### src/design/es2c_pkg.sv
// ----------------------------------------------------------------------------
// es2c_pkg: shared types and constants for the spherical-to-Cartesian encoder
// Field widths, fixed-point turn constants, the register index codes and the
// CORDIC arctangent table (2^-24 degree units).
// ----------------------------------------------------------------------------
package es2c_pkg;

	localparam int CNT_W      = 32;   // raw encoder count
	localparam int ANG_W      = 25;   // angle, 2^-16 deg
	localparam int RAD_W      = 23;   // radius, 2^-8 mm
	localparam int POS_W      = 24;   // position, 2^-8 mm
	localparam int ALPHA_W    = 17;
	localparam int SCALE_W    = 24;
	localparam int CFG_W      = 25;
	localparam int CFG_IDX_W  = 3;
	localparam int IN_DATA_W  = 96;
	localparam int OUT_DATA_W = 184;

	// serial multiplier: A full width, B consumed one digit per cycle
	localparam int MA_W      = 40;
	localparam int MB_W      = 32;
	localparam int MUL_DIGIT = 4;
	localparam int P_W       = MA_W + MB_W;

	localparam int COR_W            = 34;
	localparam int CORDIC_STEPS_DEF = 16;
	localparam int RS_W             = 26;

	// azimuth reduction
	localparam int MOD_W   = 50;
	localparam int MOD_TOP = 22;
	localparam int K_W     = $clog2(MOD_TOP + 1);

	localparam logic signed [ANG_W:0] HALF_A    = 26'sd11796480;
	localparam logic signed [ANG_W:0] QUARTER_A = 26'sd5898240;
	localparam logic signed [ANG_W:0] FULL_A    = 26'sd23592960;
	localparam logic signed [MOD_W-1:0] HALF_M  = 50'sd11796480;
	localparam logic signed [MOD_W-1:0] FULL_M  = 50'sd23592960;

	localparam logic signed [COR_W-1:0] CORDIC_GAIN = 34'sd652032874;

	localparam logic signed [31:0] POS_MAX = 32'sd8388607;
	localparam logic signed [31:0] POS_MIN = -32'sd8388608;
	localparam logic [ALPHA_W-1:0] ALPHA_ONE = 17'd65536;

	localparam logic [ALPHA_W-1:0]      ALPHA_RST = 17'd13107;
	localparam logic [SCALE_W-1:0]      APC_RST   = 24'd1474560;
	localparam logic [SCALE_W-1:0]      LPC_RST   = 24'd1677722;
	localparam logic signed [ANG_W-1:0] PMIN_RST  = 25'sd0;
	localparam logic signed [ANG_W-1:0] PMAX_RST  = 25'sd11796480;
	localparam logic [RAD_W-1:0]        RMIN_RST  = 23'd0;
	localparam logic [RAD_W-1:0]        RMAX_RST  = 23'd8388607;

	typedef enum logic [CFG_IDX_W-1:0] {
		CFG_ALPHA            = 3'd0,
		CFG_ANGLE_PER_COUNT  = 3'd1,
		CFG_LENGTH_PER_COUNT = 3'd2,
		CFG_POLAR_MIN        = 3'd3,
		CFG_POLAR_MAX        = 3'd4,
		CFG_REACH_MIN        = 3'd5,
		CFG_REACH_MAX        = 3'd6
	} cfg_idx_t;

	function automatic logic signed [COR_W-1:0] atan_deg24(input logic [4:0] i);
		logic signed [COR_W-1:0] r;
		case (i)
			5'd0:  r = 34'sd754974720;
			5'd1:  r = 34'sd445687602;
			5'd2:  r = 34'sd235489088;
			5'd3:  r = 34'sd119537938;
			5'd4:  r = 34'sd60000934;
			5'd5:  r = 34'sd30029717;
			5'd6:  r = 34'sd15018523;
			5'd7:  r = 34'sd7509720;
			5'd8:  r = 34'sd3754917;
			5'd9:  r = 34'sd1877466;
			5'd10: r = 34'sd938734;
			5'd11: r = 34'sd469367;
			5'd12: r = 34'sd234684;
			5'd13: r = 34'sd117342;
			5'd14: r = 34'sd58671;
			5'd15: r = 34'sd29335;
			5'd16: r = 34'sd14668;
			5'd17: r = 34'sd7334;
			5'd18: r = 34'sd3667;
			5'd19: r = 34'sd1833;
			5'd20: r = 34'sd917;
			5'd21: r = 34'sd458;
			5'd22: r = 34'sd229;
			5'd23: r = 34'sd115;
			default: r = '0;
		endcase
		return r;
	endfunction

	// bring an angle within +-16.7M into (-180, 180]; -180 maps to +180
	function automatic logic signed [ANG_W-1:0] wrap_half(input logic signed [ANG_W-1:0] a);
		logic signed [ANG_W:0] e;
		e = {a[ANG_W-1], a};
		if (e > HALF_A)
			e = e - FULL_A;
		else if (e <= -HALF_A)
			e = e + FULL_A;
		return e[ANG_W-1:0];
	endfunction

endpackage

### src/design/es2c_mul.sv
// ----------------------------------------------------------------------------
// es2c_mul: digit-serial signed multiplier
// A is held whole, B is shifted out one MUL_DIGIT-bit digit per cycle (top
// digit signed); partial products enter a right-shifting accumulator.
// ----------------------------------------------------------------------------
module es2c_mul (
	input  logic                                clk,
	input  logic                                arst_n,
	input  logic                                start,
	input  logic signed [es2c_pkg::MA_W-1:0]    a,
	input  logic signed [es2c_pkg::MB_W-1:0]    b,
	output logic                                busy,
	output logic                                done,
	output logic signed [es2c_pkg::P_W-1:0]     p
);
	localparam int STEPS = es2c_pkg::MB_W / es2c_pkg::MUL_DIGIT;
	localparam int SC_W  = $clog2(STEPS);
	localparam int ACC_W = es2c_pkg::MA_W + es2c_pkg::MB_W + es2c_pkg::MUL_DIGIT + 1;
	localparam int DG    = es2c_pkg::MUL_DIGIT;

	logic signed [es2c_pkg::MA_W-1:0] a_q;
	logic [es2c_pkg::MB_W-1:0]        b_q;
	logic signed [ACC_W-1:0]          acc_q;
	logic [SC_W-1:0]                  cnt_q;
	logic                             busy_q, done_q;

	logic                             dig_last;
	logic signed [DG:0]               dig;
	logic signed [es2c_pkg::MA_W+DG:0] part;
	logic signed [ACC_W-1:0]          sum;

	always_comb begin
		dig_last = (cnt_q == SC_W'(STEPS - 1));
		dig      = dig_last ? $signed({b_q[DG-1], b_q[DG-1:0]}) : $signed({1'b0, b_q[DG-1:0]});
		part     = a_q * dig;
		sum      = acc_q + (ACC_W'(part) <<< es2c_pkg::MB_W);
	end

	always_ff @(posedge clk or negedge arst_n) begin
		if (!arst_n) begin
			a_q    <= '0;
			b_q    <= '0;
			acc_q  <= '0;
			cnt_q  <= '0;
			busy_q <= 1'b0;
			done_q <= 1'b0;
		end else begin
			done_q <= 1'b0;
			if (start) begin
				a_q    <= a;
				b_q    <= b;
				acc_q  <= '0;
				cnt_q  <= '0;
				busy_q <= 1'b1;
			end else if (busy_q) begin
				acc_q <= sum >>> DG;
				b_q   <= b_q >> DG;
				if (dig_last) begin
					busy_q <= 1'b0;
					done_q <= 1'b1;
				end else begin
					cnt_q <= cnt_q + 1'b1;
				end
			end
		end
	end

	assign busy = busy_q;
	assign done = done_q;
	assign p    = $signed(acc_q[es2c_pkg::P_W-1:0]);

endmodule

### src/design/es2c_cordic.sv
// ----------------------------------------------------------------------------
// es2c_cordic: iterative rotation-mode CORDIC, one micro-rotation per cycle
// Folds the angle into +-90 deg, rotates from the fixed gain, gives Q30
// sine and cosine with a one-cycle done pulse.
// ----------------------------------------------------------------------------
module es2c_cordic #(
	parameter int STEPS = es2c_pkg::CORDIC_STEPS_DEF
) (
	input  logic                                 clk,
	input  logic                                 arst_n,
	input  logic                                 start,
	input  logic signed [es2c_pkg::ANG_W-1:0]    angle,
	output logic                                 busy,
	output logic                                 done,
	output logic signed [es2c_pkg::COR_W-1:0]    sin_out,
	output logic signed [es2c_pkg::COR_W-1:0]    cos_out
);
	localparam int IC_W = (STEPS > 1) ? $clog2(STEPS) : 1;
	localparam int CW   = es2c_pkg::COR_W;

	logic signed [CW-1:0] x_q, y_q, z_q;
	logic [IC_W-1:0]      cnt_q;
	logic                 busy_q, done_q, neg_q;

	logic signed [es2c_pkg::ANG_W:0] a_ext, a_fold;
	logic                            neg0;
	logic signed [CW-1:0]            z0, x_sh, y_sh, at;

	always_comb begin
		a_ext  = {angle[es2c_pkg::ANG_W-1], angle};
		a_fold = a_ext;
		neg0   = 1'b0;
		if (a_ext > es2c_pkg::QUARTER_A) begin
			a_fold = es2c_pkg::HALF_A - a_ext;
			neg0   = 1'b1;
		end else if (a_ext < -es2c_pkg::QUARTER_A) begin
			a_fold = -es2c_pkg::HALF_A - a_ext;
			neg0   = 1'b1;
		end
		z0   = CW'(a_fold) <<< 8;
		x_sh = x_q >>> cnt_q;
		y_sh = y_q >>> cnt_q;
		at   = es2c_pkg::atan_deg24(5'(cnt_q));
	end

	always_ff @(posedge clk or negedge arst_n) begin
		if (!arst_n) begin
			x_q    <= '0;
			y_q    <= '0;
			z_q    <= '0;
			cnt_q  <= '0;
			busy_q <= 1'b0;
			done_q <= 1'b0;
			neg_q  <= 1'b0;
		end else begin
			done_q <= 1'b0;
			if (start) begin
				x_q    <= es2c_pkg::CORDIC_GAIN;
				y_q    <= '0;
				z_q    <= z0;
				neg_q  <= neg0;
				cnt_q  <= '0;
				busy_q <= 1'b1;
			end else if (busy_q) begin
				if (!z_q[CW-1]) begin
					x_q <= x_q - y_sh;
					y_q <= y_q + x_sh;
					z_q <= z_q - at;
				end else begin
					x_q <= x_q + y_sh;
					y_q <= y_q - x_sh;
					z_q <= z_q + at;
				end
				if (cnt_q == IC_W'(STEPS - 1)) begin
					busy_q <= 1'b0;
					done_q <= 1'b1;
				end else begin
					cnt_q <= cnt_q + 1'b1;
				end
			end
		end
	end

	assign busy    = busy_q;
	assign done    = done_q;
	assign sin_out = y_q;
	assign cos_out = neg_q ? -x_q : x_q;

endmodule

### src/design/encoder_spherical_to_cartesian_top.sv
// ----------------------------------------------------------------------------
// encoder_spherical_to_cartesian_top: encoder counts to smoothed x/y/z
// Converts azimuth, polar and wire counts to a clamped spherical position and
// an alpha-smoothed Cartesian position.
// ----------------------------------------------------------------------------
// Usage:
//  Input stream s_*: one transfer per command. tuser selects the command:
//  0 computes a sample, 1 latches the three counts as zero offsets (no result;
//  the block stays idle). Output stream m_*: one transfer per sample.
//  Each of the ten products runs on one 4-bit-digit serial multiplier, the two
//  sine/cosine pairs on one CORDIC unit; the azimuth reduction and the output
//  load are steps of their own. One sample is in work at a time; the multiplier
//  sets the pace.
//  A finished result sits in the output register; the next command is taken
//  while it waits. If the receiver stalls, the following sample holds in its
//  last step until the output register frees.
//  Reset clears offsets, smoothing history and frame count and loads the
//  default register values. Write registers through cfg_* only while idle.
// ----------------------------------------------------------------------------
module encoder_spherical_to_cartesian_top #(
	parameter int CORDIC_STEPS = es2c_pkg::CORDIC_STEPS_DEF
) (
	input  logic                                  clk,
	input  logic                                  arst_n,
	input  logic                                  s_tvalid,
	output logic                                  s_tready,
	// azimuth_count[31:0], polar_count[63:32], wire_count[95:64]
	input  logic [es2c_pkg::IN_DATA_W-1:0]        s_tdata,
	// func[0]
	input  logic                                  s_tuser,
	output logic                                  m_tvalid,
	input  logic                                  m_tready,
	// pos_x[23:0], pos_y[47:24], pos_z[71:48], radius_out[94:72],
	// azimuth_out[119:95], polar_out[144:120], frame_number[176:145], zero fill
	output logic [es2c_pkg::OUT_DATA_W-1:0]       m_tdata,
	// valid_res[0]
	output logic                                  m_tuser,
	input  logic                                  cfg_we,
	input  logic [es2c_pkg::CFG_IDX_W-1:0]        cfg_index,
	input  logic [es2c_pkg::CFG_W-1:0]            cfg_data
);
	localparam int P_W   = es2c_pkg::P_W;
	localparam int ANG_W = es2c_pkg::ANG_W;
	localparam int COR_W = es2c_pkg::COR_W;
	localparam int RS_W  = es2c_pkg::RS_W;
	localparam int POS_W = es2c_pkg::POS_W;
	localparam int MOD_W = es2c_pkg::MOD_W;
	localparam int SM_W  = 48;

	localparam logic signed [P_W-1:0]  RND8  = P_W'(128);
	localparam logic signed [P_W-1:0]  RND16 = P_W'(32768);
	localparam logic signed [P_W-1:0]  RND30 = P_W'(536870912);
	localparam logic signed [SM_W-1:0] SRND  = SM_W'(32768);

	typedef enum logic [4:0] {
		ST_IDLE, ST_MUL_AZ, ST_MOD, ST_FIX1, ST_FIX2, ST_MUL_POL, ST_MUL_RAD,
		ST_COR_POL, ST_COR_AZ, ST_MUL_RS, ST_MUL_X, ST_MUL_Y, ST_MUL_Z,
		ST_SM_X, ST_SM_Y, ST_SM_Z, ST_OUT
	} state_t;

	// configuration
	logic [es2c_pkg::ALPHA_W-1:0] alpha_q;
	logic [es2c_pkg::SCALE_W-1:0] apc_q, lpc_q;
	logic signed [ANG_W-1:0]      pmin_q, pmax_q;
	logic [es2c_pkg::RAD_W-1:0]   rmin_q, rmax_q;

	state_t                       state_q;
	logic                         phase_q;
	logic [31:0]                  azz_q, polz_q, wirez_q, frames_q;
	logic signed [31:0]           da_q, dp_q, dw_q;
	logic signed [MOD_W-1:0]      v_q;
	logic [es2c_pkg::K_W-1:0]     k_q;
	logic                         rawneg_q, sat_q;
	logic signed [ANG_W-1:0]      az_q, pol_q;
	logic [es2c_pkg::RAD_W-1:0]   rad_q;
	logic signed [COR_W-1:0]      sp_q, cpol_q, st_q, ct_q;
	logic signed [RS_W-1:0]       rs_q, xr_q, yr_q, zr_q;
	logic signed [POS_W-1:0]      last_x_q, last_y_q, last_z_q;
	logic                         m_tvalid_q, m_tuser_q;
	logic [es2c_pkg::OUT_DATA_W-1:0] m_tdata_q;

	// shared units
	logic                          mul_start, mul_busy, mul_done;
	logic signed [es2c_pkg::MA_W-1:0] mul_a;
	logic signed [es2c_pkg::MB_W-1:0] mul_b;
	logic signed [P_W-1:0]         mul_p;
	logic                          cor_start, cor_busy, cor_done;
	logic signed [ANG_W-1:0]       cor_angle;
	logic signed [COR_W-1:0]       cor_sin, cor_cos;

	// datapath
	logic signed [P_W-1:0]   p_r8, p_r16, p_r30;
	logic signed [47:0]      v8, v16;
	logic signed [ANG_W-1:0] pol_cl;
	logic [es2c_pkg::RAD_W-1:0] rad_cl;
	logic signed [RS_W-1:0]  r30;
	logic signed [MOD_W-1:0] ft_sh, fix2_v;
	logic signed [RS_W-1:0]  sm_raw;
	logic signed [POS_W-1:0] sm_last, sm_res;
	logic signed [RS_W:0]    sm_diff;
	logic signed [SM_W-1:0]  sm_sum;
	logic signed [31:0]      sm_v, sm_sel;
	logic                    sm_sat, out_free, res_valid;
	logic [es2c_pkg::ALPHA_W-1:0] w;
	logic signed [es2c_pkg::MB_W-1:0] rad_b, w_b;

	assign s_tready = (state_q == ST_IDLE);
	assign out_free = !m_tvalid_q || m_tready;

	always_comb begin
		w     = (alpha_q > es2c_pkg::ALPHA_ONE) ? es2c_pkg::ALPHA_ONE : alpha_q;
		rad_b = es2c_pkg::MB_W'($signed({1'b0, rad_q}));
		w_b   = es2c_pkg::MB_W'($signed({1'b0, w}));

		p_r8  = mul_p + RND8;
		p_r16 = mul_p + RND16;
		p_r30 = mul_p + RND30;
		v8    = p_r8[55:8];
		v16   = p_r16[63:16];
		r30   = p_r30[55:30];

		if (v8 < 48'(pmin_q))
			pol_cl = pmin_q;
		else if (v8 > 48'(pmax_q))
			pol_cl = pmax_q;
		else
			pol_cl = v8[ANG_W-1:0];

		if (v16 < $signed({25'b0, rmin_q}))
			rad_cl = rmin_q;
		else if (v16 > $signed({25'b0, rmax_q}))
			rad_cl = rmax_q;
		else
			rad_cl = v16[es2c_pkg::RAD_W-1:0];

		ft_sh  = es2c_pkg::FULL_M <<< k_q;
		fix2_v = v_q;
		if (v_q > es2c_pkg::HALF_M)
			fix2_v = v_q - es2c_pkg::FULL_M;
		if (fix2_v == es2c_pkg::HALF_M && rawneg_q)
			fix2_v = -es2c_pkg::HALF_M;

		cor_angle = es2c_pkg::wrap_half((state_q == ST_COR_POL) ? pol_q : az_q);

		sm_raw  = xr_q;
		sm_last = last_x_q;
		mul_a   = '0;
		mul_b   = '0;
		mul_start = 1'b0;
		cor_start = 1'b0;
		unique case (state_q) inside
			ST_SM_Y: begin
				sm_raw  = yr_q;
				sm_last = last_y_q;
			end
			ST_SM_Z: begin
				sm_raw  = zr_q;
				sm_last = last_z_q;
			end
			default: ;
		endcase
		sm_diff = (RS_W+1)'(sm_raw) - (RS_W+1)'(sm_last);

		unique case (state_q) inside
			ST_MUL_AZ:  begin mul_a = es2c_pkg::MA_W'(da_q); mul_b = 32'($signed({1'b0, apc_q})); end
			ST_MUL_POL: begin mul_a = es2c_pkg::MA_W'(dp_q); mul_b = 32'($signed({1'b0, apc_q})); end
			ST_MUL_RAD: begin mul_a = es2c_pkg::MA_W'(dw_q); mul_b = 32'($signed({1'b0, lpc_q})); end
			ST_MUL_RS:  begin mul_a = es2c_pkg::MA_W'(sp_q);   mul_b = rad_b; end
			ST_MUL_X:   begin mul_a = es2c_pkg::MA_W'(ct_q);   mul_b = 32'(rs_q); end
			ST_MUL_Y:   begin mul_a = es2c_pkg::MA_W'(st_q);   mul_b = 32'(rs_q); end
			ST_MUL_Z:   begin mul_a = es2c_pkg::MA_W'(cpol_q); mul_b = rad_b; end
			ST_SM_X, ST_SM_Y, ST_SM_Z: begin
				mul_a = es2c_pkg::MA_W'(sm_diff);
				mul_b = w_b;
			end
			default: ;
		endcase

		unique case (state_q) inside
			ST_MUL_AZ, ST_MUL_POL, ST_MUL_RAD, ST_MUL_RS, ST_MUL_X, ST_MUL_Y,
			ST_MUL_Z, ST_SM_X, ST_SM_Y, ST_SM_Z: mul_start = !phase_q;
			ST_COR_POL, ST_COR_AZ:               cor_start = !phase_q;
			default: ;
		endcase

		// new = last + alpha * (raw - last), rounded from 2^-16
		sm_sum = (SM_W'(sm_last) <<< 16) + SM_W'(mul_p) + SRND;
		sm_v   = sm_sum[47:16];
		sm_sel = (frames_q == '0) ? 32'(sm_raw) : sm_v;
		sm_sat = (sm_sel > es2c_pkg::POS_MAX) || (sm_sel < es2c_pkg::POS_MIN);
		if (sm_sel > es2c_pkg::POS_MAX)
			sm_res = es2c_pkg::POS_MAX[POS_W-1:0];
		else if (sm_sel < es2c_pkg::POS_MIN)
			sm_res = es2c_pkg::POS_MIN[POS_W-1:0];
		else
			sm_res = sm_sel[POS_W-1:0];

		res_valid = !sat_q && rad_q >= rmin_q && rad_q <= rmax_q &&
			pol_q >= pmin_q && pol_q <= pmax_q;
	end

	es2c_mul u_mul (
		.clk    (clk),
		.arst_n (arst_n),
		.start  (mul_start),
		.a      (mul_a),
		.b      (mul_b),
		.busy   (mul_busy),
		.done   (mul_done),
		.p      (mul_p)
	);

	es2c_cordic #(.STEPS(CORDIC_STEPS)) u_cordic (
		.clk     (clk),
		.arst_n  (arst_n),
		.start   (cor_start),
		.angle   (cor_angle),
		.busy    (cor_busy),
		.done    (cor_done),
		.sin_out (cor_sin),
		.cos_out (cor_cos)
	);

	always_ff @(posedge clk or negedge arst_n) begin
		if (!arst_n) begin
			alpha_q <= es2c_pkg::ALPHA_RST;
			apc_q   <= es2c_pkg::APC_RST;
			lpc_q   <= es2c_pkg::LPC_RST;
			pmin_q  <= es2c_pkg::PMIN_RST;
			pmax_q  <= es2c_pkg::PMAX_RST;
			rmin_q  <= es2c_pkg::RMIN_RST;
			rmax_q  <= es2c_pkg::RMAX_RST;
		end else if (cfg_we) begin
			unique case (es2c_pkg::cfg_idx_t'(cfg_index))
				es2c_pkg::CFG_ALPHA:            alpha_q <= cfg_data[es2c_pkg::ALPHA_W-1:0];
				es2c_pkg::CFG_ANGLE_PER_COUNT:  apc_q   <= cfg_data[es2c_pkg::SCALE_W-1:0];
				es2c_pkg::CFG_LENGTH_PER_COUNT: lpc_q   <= cfg_data[es2c_pkg::SCALE_W-1:0];
				es2c_pkg::CFG_POLAR_MIN:        pmin_q  <= cfg_data[ANG_W-1:0];
				es2c_pkg::CFG_POLAR_MAX:        pmax_q  <= cfg_data[ANG_W-1:0];
				es2c_pkg::CFG_REACH_MIN:        rmin_q  <= cfg_data[es2c_pkg::RAD_W-1:0];
				es2c_pkg::CFG_REACH_MAX:        rmax_q  <= cfg_data[es2c_pkg::RAD_W-1:0];
				default: ;
			endcase
		end
	end

	always_ff @(posedge clk or negedge arst_n) begin
		if (!arst_n) begin
			state_q    <= ST_IDLE;
			phase_q    <= 1'b0;
			azz_q      <= '0;
			polz_q     <= '0;
			wirez_q    <= '0;
			frames_q   <= '0;
			da_q       <= '0;
			dp_q       <= '0;
			dw_q       <= '0;
			v_q        <= '0;
			k_q        <= '0;
			rawneg_q   <= 1'b0;
			sat_q      <= 1'b0;
			az_q       <= '0;
			pol_q      <= '0;
			rad_q      <= '0;
			sp_q       <= '0;
			cpol_q     <= '0;
			st_q       <= '0;
			ct_q       <= '0;
			rs_q       <= '0;
			xr_q       <= '0;
			yr_q       <= '0;
			zr_q       <= '0;
			last_x_q   <= '0;
			last_y_q   <= '0;
			last_z_q   <= '0;
			m_tvalid_q <= 1'b0;
			m_tuser_q  <= 1'b0;
			m_tdata_q  <= '0;
		end else begin
			// in ST_OUT the load below decides m_tvalid_q
			if (m_tvalid_q && m_tready && state_q != ST_OUT)
				m_tvalid_q <= 1'b0;
			unique case (state_q)
				ST_IDLE: begin
					if (s_tvalid) begin
						if (s_tuser) begin
							azz_q   <= s_tdata[31:0];
							polz_q  <= s_tdata[63:32];
							wirez_q <= s_tdata[95:64];
						end else begin
							da_q    <= s_tdata[31:0] - azz_q;
							dp_q    <= s_tdata[63:32] - polz_q;
							dw_q    <= s_tdata[95:64] - wirez_q;
							sat_q   <= 1'b0;
							phase_q <= 1'b0;
							state_q <= ST_MUL_AZ;
						end
					end
				end
				ST_MUL_AZ: begin
					if (!phase_q) begin
						phase_q <= 1'b1;
					end else if (mul_done) begin
						phase_q  <= 1'b0;
						v_q      <= MOD_W'(v8);
						rawneg_q <= v8[47];
						k_q      <= es2c_pkg::K_W'(es2c_pkg::MOD_TOP);
						state_q  <= ST_MOD;
					end
				end
				ST_MOD: begin
					// signed restoring reduction by 360 deg, one shifted turn per cycle
					if (v_q >= ft_sh)
						v_q <= v_q - ft_sh;
					else if (v_q < 0)
						v_q <= v_q + ft_sh;
					if (k_q == '0)
						state_q <= ST_FIX1;
					else
						k_q <= k_q - 1'b1;
				end
				ST_FIX1: begin
					if (v_q < 0)
						v_q <= v_q + es2c_pkg::FULL_M;
					state_q <= ST_FIX2;
				end
				ST_FIX2: begin
					az_q    <= fix2_v[ANG_W-1:0];
					state_q <= ST_MUL_POL;
				end
				ST_MUL_POL: begin
					if (!phase_q) begin
						phase_q <= 1'b1;
					end else if (mul_done) begin
						phase_q <= 1'b0;
						pol_q   <= pol_cl;
						state_q <= ST_MUL_RAD;
					end
				end
				ST_MUL_RAD: begin
					if (!phase_q) begin
						phase_q <= 1'b1;
					end else if (mul_done) begin
						phase_q <= 1'b0;
						rad_q   <= rad_cl;
						state_q <= ST_COR_POL;
					end
				end
				ST_COR_POL: begin
					if (!phase_q) begin
						phase_q <= 1'b1;
					end else if (cor_done) begin
						phase_q <= 1'b0;
						sp_q    <= cor_sin;
						cpol_q  <= cor_cos;
						state_q <= ST_COR_AZ;
					end
				end
				ST_COR_AZ: begin
					if (!phase_q) begin
						phase_q <= 1'b1;
					end else if (cor_done) begin
						phase_q <= 1'b0;
						st_q    <= cor_sin;
						ct_q    <= cor_cos;
						state_q <= ST_MUL_RS;
					end
				end
				ST_MUL_RS: begin
					if (!phase_q) begin
						phase_q <= 1'b1;
					end else if (mul_done) begin
						phase_q <= 1'b0;
						rs_q    <= r30;
						state_q <= ST_MUL_X;
					end
				end
				ST_MUL_X: begin
					if (!phase_q) begin
						phase_q <= 1'b1;
					end else if (mul_done) begin
						phase_q <= 1'b0;
						xr_q    <= r30;
						state_q <= ST_MUL_Y;
					end
				end
				ST_MUL_Y: begin
					if (!phase_q) begin
						phase_q <= 1'b1;
					end else if (mul_done) begin
						phase_q <= 1'b0;
						yr_q    <= r30;
						state_q <= ST_MUL_Z;
					end
				end
				ST_MUL_Z: begin
					if (!phase_q) begin
						phase_q <= 1'b1;
					end else if (mul_done) begin
						phase_q <= 1'b0;
						zr_q    <= r30;
						state_q <= ST_SM_X;
					end
				end
				ST_SM_X: begin
					if (!phase_q) begin
						phase_q <= 1'b1;
					end else if (mul_done) begin
						phase_q  <= 1'b0;
						last_x_q <= sm_res;
						sat_q    <= sat_q | sm_sat;
						state_q  <= ST_SM_Y;
					end
				end
				ST_SM_Y: begin
					if (!phase_q) begin
						phase_q <= 1'b1;
					end else if (mul_done) begin
						phase_q  <= 1'b0;
						last_y_q <= sm_res;
						sat_q    <= sat_q | sm_sat;
						state_q  <= ST_SM_Z;
					end
				end
				ST_SM_Z: begin
					if (!phase_q) begin
						phase_q <= 1'b1;
					end else if (mul_done) begin
						phase_q  <= 1'b0;
						last_z_q <= sm_res;
						sat_q    <= sat_q | sm_sat;
						state_q  <= ST_OUT;
					end
				end
				ST_OUT: begin
					// hold here until the output register frees
					if (out_free) begin
						m_tvalid_q <= 1'b1;
						m_tuser_q  <= res_valid;
						m_tdata_q  <= {7'b0, frames_q, pol_q, az_q, rad_q,
							last_z_q, last_y_q, last_x_q};
						frames_q   <= frames_q + 1'b1;
						state_q    <= ST_IDLE;
					end
				end
				default: state_q <= ST_IDLE;
			endcase
		end
	end

	assign m_tvalid = m_tvalid_q;
	assign m_tdata  = m_tdata_q;
	assign m_tuser  = m_tuser_q;

	a_units_exclusive: assert property (@(posedge clk) disable iff (!arst_n)
		!(mul_busy && cor_busy))
		else $error("multiplier and CORDIC busy together");

	a_accept_units_idle: assert property (@(posedge clk) disable iff (!arst_n)
		(s_tvalid && s_tready) |-> (!mul_busy && !cor_busy))
		else $error("command taken while a unit is still working");

	a_mod_range: assert property (@(posedge clk) disable iff (!arst_n)
		(state_q == ST_FIX2) |-> (v_q >= 0 && v_q < es2c_pkg::FULL_M))
		else $error("azimuth reduction out of range");

	a_out_load: assert property (@(posedge clk) disable iff (!arst_n)
		(state_q == ST_OUT && out_free) |=> (m_tvalid_q && state_q == ST_IDLE))
		else $error("finished sample not loaded into output register");

endmodule

### config.mk
export PLATFORM = sky130hd
export DESIGN_NAME = encoder_spherical_to_cartesian_top
export DESIGN_NICKNAME = d
export VERILOG_FILES = /design/src/design/es2c_pkg.sv /design/src/design/es2c_mul.sv /design/src/design/es2c_cordic.sv /design/src/design/encoder_spherical_to_cartesian_top.sv
export SDC_FILE = /design/constraint.sdc
export NUM_CORES = 2
export LEC_CHECK = 0
export BUFFER_PORTS_ARGS = -buffer_cell sky130_fd_sc_hd__clkbuf_2
export CAP_MARGIN = 10
export CORE_UTILIZATION = 45
export DETAILED_ROUTE_END_ITERATION = 8
export MAX_ROUTING_LAYER = met4
export PLACE_DENSITY = 0.64
export SLEW_MARGIN = 20
export SYNTH_ARGS = -nofsm -noshare
export SYNTH_HDL_FRONTEND = slang
export SYNTH_HIERARCHICAL = 1
export SYNTH_SLANG_ARGS = --single-unit
### constraint.sdc
create_clock -name clk -period 7.6 [get_ports clk]
set_input_delay 0.76 -clock clk [delete_from_list [all_inputs] [get_ports clk]]
set_output_delay 0.76 -clock clk [all_outputs]
set_load 0.02 [all_outputs]
Word level (Yosys, flattened, before mapping)
Memories as Yosys holds them, arrays and structs flattened.
Index checks and enable logic that the tools add are counted.
{"block": "word_totals", "rom_bits": 480, "elab_cells": 330, "n_memories": 1, "output_inout_bits": 187, "register_bits": 1275, "inputBits": 130}
{"name": "(no name shown)", "words": 16, "width": 30, "rd": 1, "rd_ports_with_merged_regs": 0, "write_ports": 0, "line_no": "es2c_pkg.sv:66", "source": "case (i)"}
{"block": "classes", "bitwise": 2, "mul": 1, "add_sub_neg": 29, "mux": 108, "reduce_logical": 57, "shift": 3, "eq_ne": 61, "order_cmp": 18}
{"cell": "2-to-1 mux 34 bit", "count": 10}
{"cell": "one-hot mux 40 bit (8 select lines)", "count": 1}
{"cell": "2-to-1 mux 50 bit", "count": 6}
{"cell": "2-to-1 mux 5 bit", "count": 32}
{"cell": "one-hot mux 32 bit (5 select lines)", "count": 1}
{"cell": "2-to-1 mux 77 bit", "count": 2}
{"cell": "2-to-1 mux 25 bit", "count": 6}
{"cell": "one-hot mux 50 bit (3 select lines)", "count": 1}
{"cell": "adder 34 bit", "count": 3}
{"cell": "subtractor 34 bit", "count": 3}
{"cell": "2-to-1 mux 32 bit", "count": 3}
{"cell": "subtractor 32 bit", "count": 3}
{"cell": "one-hot mux 5 bit (17 select lines)", "count": 1}
{"cell": "adder 77 bit", "count": 1}
{"cell": ">>> shifter 34 x 4 -> 34 bit", "count": 2}
{"cell": "adder 64 x 17 -> 64 bit, second input constant", "count": 1}
{"cell": "adder 56 x 31 -> 56 bit, second input constant", "count": 1}
{"cell": "adder 56 x 9 -> 56 bit, second input constant", "count": 1}
{"cell": "2-to-1 mux 26 bit", "count": 2}
{"cell": "one-hot mux 26 bit (2 select lines)", "count": 1}
{"cell": "subtractor 25 x 25 -> 26 bit, first input constant", "count": 2}
{"cell": "adder 50 x 26 -> 50 bit, second input constant", "count": 1}
{"cell": "adder 50 bit", "count": 1}
{"cell": "== test 50 x 25 -> 1 bit, second input constant", "count": 1}
{"cell": "73 further kinds", "count": 193}

Depth between registers and ports, before layout
{"block": "depth", "ltp_word": 11, "depth_mapped": 33}

Cells and area by module
Netlist, hierarchy kept.
{"mod": "encoder_spherical_to_cartesian_top", "area_per_inst_um2": 62849.0, "cells_each": 6828, "seq_area_each_um2": 25386.8, "instances": 1}
{"mod": "es2c_cordic", "area_per_inst_um2": 17177.7, "cells_each": 2139, "seq_area_each_um2": 2727.6, "instances": 1}
{"mod": "es2c_mul", "area_per_inst_um2": 16394.5, "cells_each": 1833, "seq_area_each_um2": 3753.6, "instances": 1}

Least setup slack after synthesis
No wires, ideal clock.
{"block": "synth_path", "path_kind": "reg2reg", "from": "register u_mul.cnt_q[0]", "to": "register u_mul.acc_q[68]", "required_time_ps": 7468, "path_stages_with_launch": 33, "arrival_ps": 6783, "setup_time_ps": 132, "slack_ps": 685, "path_cell_list": "dfrtp_1 > ha_1 > ha_1 > nand2_1 > buf_1 > nor2_1 > fa_1 > inv_1 > fa_1 > fa_1 > inv_1 > ha_1 > a21o_1 > a21oi_2 > o21ai_2 > a31oi_4 > o21a_2 > o221ai_2 > o21ai_0 > a21boi_0 > or2_2 > o311ai_1 > ha_1 > clkbuf_1 > a21o_1 > a21oi_1 > nor2_1 > nor2_1 > nor2_1 > a211o_2 > or3_1 > a31oi_1 > nor2_1"}
{"block": "synth_between", "elab_chain_cells": 6}
{"item": "start, declared", "line_no": "es2c_mul.sv:24", "source": "logic [SC_W-1:0] cnt_q;"}
{"item": "start signal, assigned", "line_no": "es2c_mul.sv:62", "source": "cnt_q <= cnt_q + 1'b1;"}
{"item": "== test 3 bit", "line_no": "es2c_mul.sv:33", "source": "dig_last = (cnt_q == SC_W'(STEPS - 1));"}
{"item": "2-to-1 mux 5 bit", "line_no": "es2c_mul.sv:34", "source": "dig = dig_last ? $signed({b_q[DG-1], b_q[DG-1:0]}) : $signed({1'b0, b_q[DG-1:0]});"}
{"item": "multiplier 40 x 5 -> 45 bit", "line_no": "es2c_mul.sv:35", "source": "part = a_q * dig;"}
{"item": "adder 77 bit", "line_no": "es2c_mul.sv:36", "source": "sum = acc_q + (ACC_W'(part) <<< es2c_pkg::MB_W);"}
{"item": "2-to-1 mux 77 bit", "line_no": "es2c_mul.sv:55", "source": "end else if (busy_q) begin"}
{"item": "2-to-1 mux 77 bit", "line_no": "es2c_mul.sv:49", "source": "if (start) begin"}
{"item": "end signal, assigned", "line_no": "es2c_mul.sv:56", "source": "acc_q <= sum >>> DG;"}
{"item": "end, declared", "line_no": "es2c_mul.sv:23", "source": "logic signed [ACC_W-1:0] acc_q;"}
Every way passes these cells. The select of a mux whose other input is x is not followed.
A chain may end at the register's enable or synchronous reset.

Worst setup path after layout
Ends and elaborated chain as after synthesis.

==> impl_metrics.tcl <==
set metrics [dict create \
    initial_core_util 0.453 \
    status "finished, violations left" \
    seq_power_share 0.230 \
    place_congestion 0.976 \
    hold_viol_final 0 \
    crit_path_end_kind "register" \
    pwr-share-comb 0.618 \
    layout-area-overhead-vs-synth_pct 9.94 \
    cp_max_fo 14 \
    p_int_mw 25.0 \
    p_switching_mw 24.6 \
    clkTransAtPathRegs_ns 0.06 \
    drt_drc_violations_left 129 \
    avgSynthCellArea_um2 8.92 \
    post_drt_wl_per_cell_um 23.9 \
    dp_hpwl_um 251000 \
    ff_latch_area_um2 31700 \
    finalPower_mw 49.6 \
    syn_inst 10764 \
    dp_slack_ns 0.242 \
    r2r_slack_ns 0.41 \
    vdd_drop_max_v 0.000369 \
    cts.path.max_buffers 3 \
    final_cell_area_um2 106000 \
    cts_buffers 150 \
    timing.fmax_mhz 139 \
    portBuffers 309 \
    core_area_um2 212000 \
    slowest_stage "fa_1" \
    worst_hold_slack_ns 0.180 \
    track_usage 0.309 \
    vias 82857 \
    crit_required_ns 8.29 \
    dp.cells 13495 \
    violations "DRC" \
    worstSetupPathType "register to register" \
    ys_warn_count 6 \
    root_buffer "clkbuf_16" \
    cts_tree "done" \
    htreeDepth 4 \
    worst_pin_slew_ns 1.20 \
    slew_violations 0 \
    grt_pass1_wl_um 501000 \
    multiInputGateArea_um2 59300 \
    die_h_um 464 \
    grt_max_degree 177 \
    first_iter_violations 8050 \
    grt_pass1_vias 80163 \
    pwr-share-clk 0.152 \
    clock_skew_ns 0.0488 \
    die_area_um2 215000 \
    vias_per_cell 6.01 \
    post_dp_cell_area_um2 100000 \
    ant_nets 0 \
    worstSetupStartpointType "register" \
    post-route-min-period_ns 7.19 \
    ios 317 \
    rsz0062_at_grt "no" \
    clock_latency_ns 0.85 \
    leakagePower_nw 50.7 \
    critPathMaxStageDelay_ns 0.55 \
    nNetsFinal 11808 \
    final_cells 13785 \
    clock_sinks 1264 \
    max_slew_margin 0.189 \
    syn-cell-area_um2 96000 \
    fillers 19822 \
    grt_antenna_before_repair 15 \
    drt-pass1-iter-count 9 \
    hp-class "input port to register" \
    setup_tns_ns 0 \
    netSwitchingFraction 0.496 \
    routed_wl_um 330000 \
    finalCritPeriodShare 0.946 \
    die_w_um 464 \
    drive_gt1_frac 0.142 \
    setup_slack_ns 0.407 \
    worstPathArrival_ns 7.88 \
    drv_cap 0 \
    setup_violations 0 \
    fin_util 0.498 \
    p_per_area_nw_per_um2 470 \
    overflow 0 \
    rows 169 \
    worst_path_most_repeated_cell "fa_1" \
]
[registers in the layout, indices dropped and copies added, names as in the netlist, 32 cells and up]
name / count
v_q: 50
u_mul/acc_q: 66
cpol_q: 34
azz_q: 32
u_cordic/sin_out: 34
frames_q: 32
u_mul/b_q: 32
sp_q: 34
m_tdata: 177
u_cordic/z_q: 34
u_cordic/x_q: 34
ct_q: 34
dp_q: 32
dw_q: 32
st_q: 34
da_q: 32
wirez_q: 32
u_mul/a_q: 40
polz_q: 32
[power by group through the flow]
stage / logic [mW] / registers, mW / clock network, mW
finish: 30.6 / 11.4 / 7.55
global route: 33.4 / 11.5 / 7.93
CTS: 30.1 / 11.3 / 7.67
detailed placement: 29.9 / 11.4 / 0
global placement: 29.5 / 11.4 / 0
floorplan: 22.4 / 9.58 / 0
[what timing repair did]
item	CTS	global route
setup buffers	0	4
hold endpoints to repair	86	0
hold buffers	1	0
gates resized for setup	0	13
endpoints found under the setup margin	0	8
[layer usage]
metal  global-route usage  vias up  share of wire
met5                    -        -              0
met1                0.404    41080           0.43
met4                0.136        0          0.048
met2                0.474     3023           0.45
li1                     -    38131              -
met3               0.0481      623          0.066
[critical path, delay by kind of cell (launching register included)]
kind / cells / cell delay, ns
adders and majority gates: 7 / 2.70
AOI/OAI and AO/OA: 13 / 2.32
and+or+nand+nor: 7 / 1.29
buffers and inverters: 3 / 0.37
DFF: 1 / 0.37
[path summary, 6_finish.rpt]
check / end / from / cells past startpoint
worst max-delay path: u_mul/acc_q[68]$_DFFE_PN0P_ / u_mul/cnt_q[0]$_DFFE_PN0P_ / 30
min in group asynchronous: apc_q[6]$_DFFE_PN0P_ / arst_n / 2
worst min-delay path: polz_q[4]$_DFFE_PN0P_ / s_tdata[36] / 2
max in group asynchronous: polz_q[26]$_DFFE_PN0P_ / arst_n / 4
worst max register to register: u_mul/acc_q[68]$_DFFE_PN0P_ / u_mul/cnt_q[0]$_DFFE_PN0P_ / 30
worst min register to register: m_tdata[29]$_DFFE_PN0P_ / m_tdata[29]$_DFFE_PN0P_ / 2
[final cells by class]
type	instances	share of cell area
Timing Repair Buffer	534	0.0324
Multi-Input combinational cell	8226	0.562
Clock inverter	55	0.00757
Antenna cell	11	0.000261
Inverter	655	0.0233
Sequential cell	1264	0.300
Clock buffer	219	0.0412
Tap cell	2821	0.0334
[cell usage in the layout (no fill, tap or decap), drive strengths merged, types with 75 or more instances in the layout]
| cell type | instances |
|---|---|
| mux4 | 75 |
| dfrtp | 1214 |
| xnor2 | 392 |
| a21oi | 643 |
| o211ai | 148 |
| ha | 715 |
| o21ai | 649 |
| nand2b | 102 |
| a21o | 199 |
| and2 | 189 |
| fa | 132 |
| nand2 | 1486 |
| inv | 660 |
| buf | 225 |
| xor2 | 238 |
| nor2b | 99 |
| a22oi | 87 |
| nand3 | 185 |
| nor2 | 718 |
| nand4 | 122 |
| a211oi | 86 |
| nor3 | 161 |
| mux2 | 482 |
| clkbuf | 527 |
| mux2i | 292 |
No activity file was read; power rests on OpenSTA's default activity.
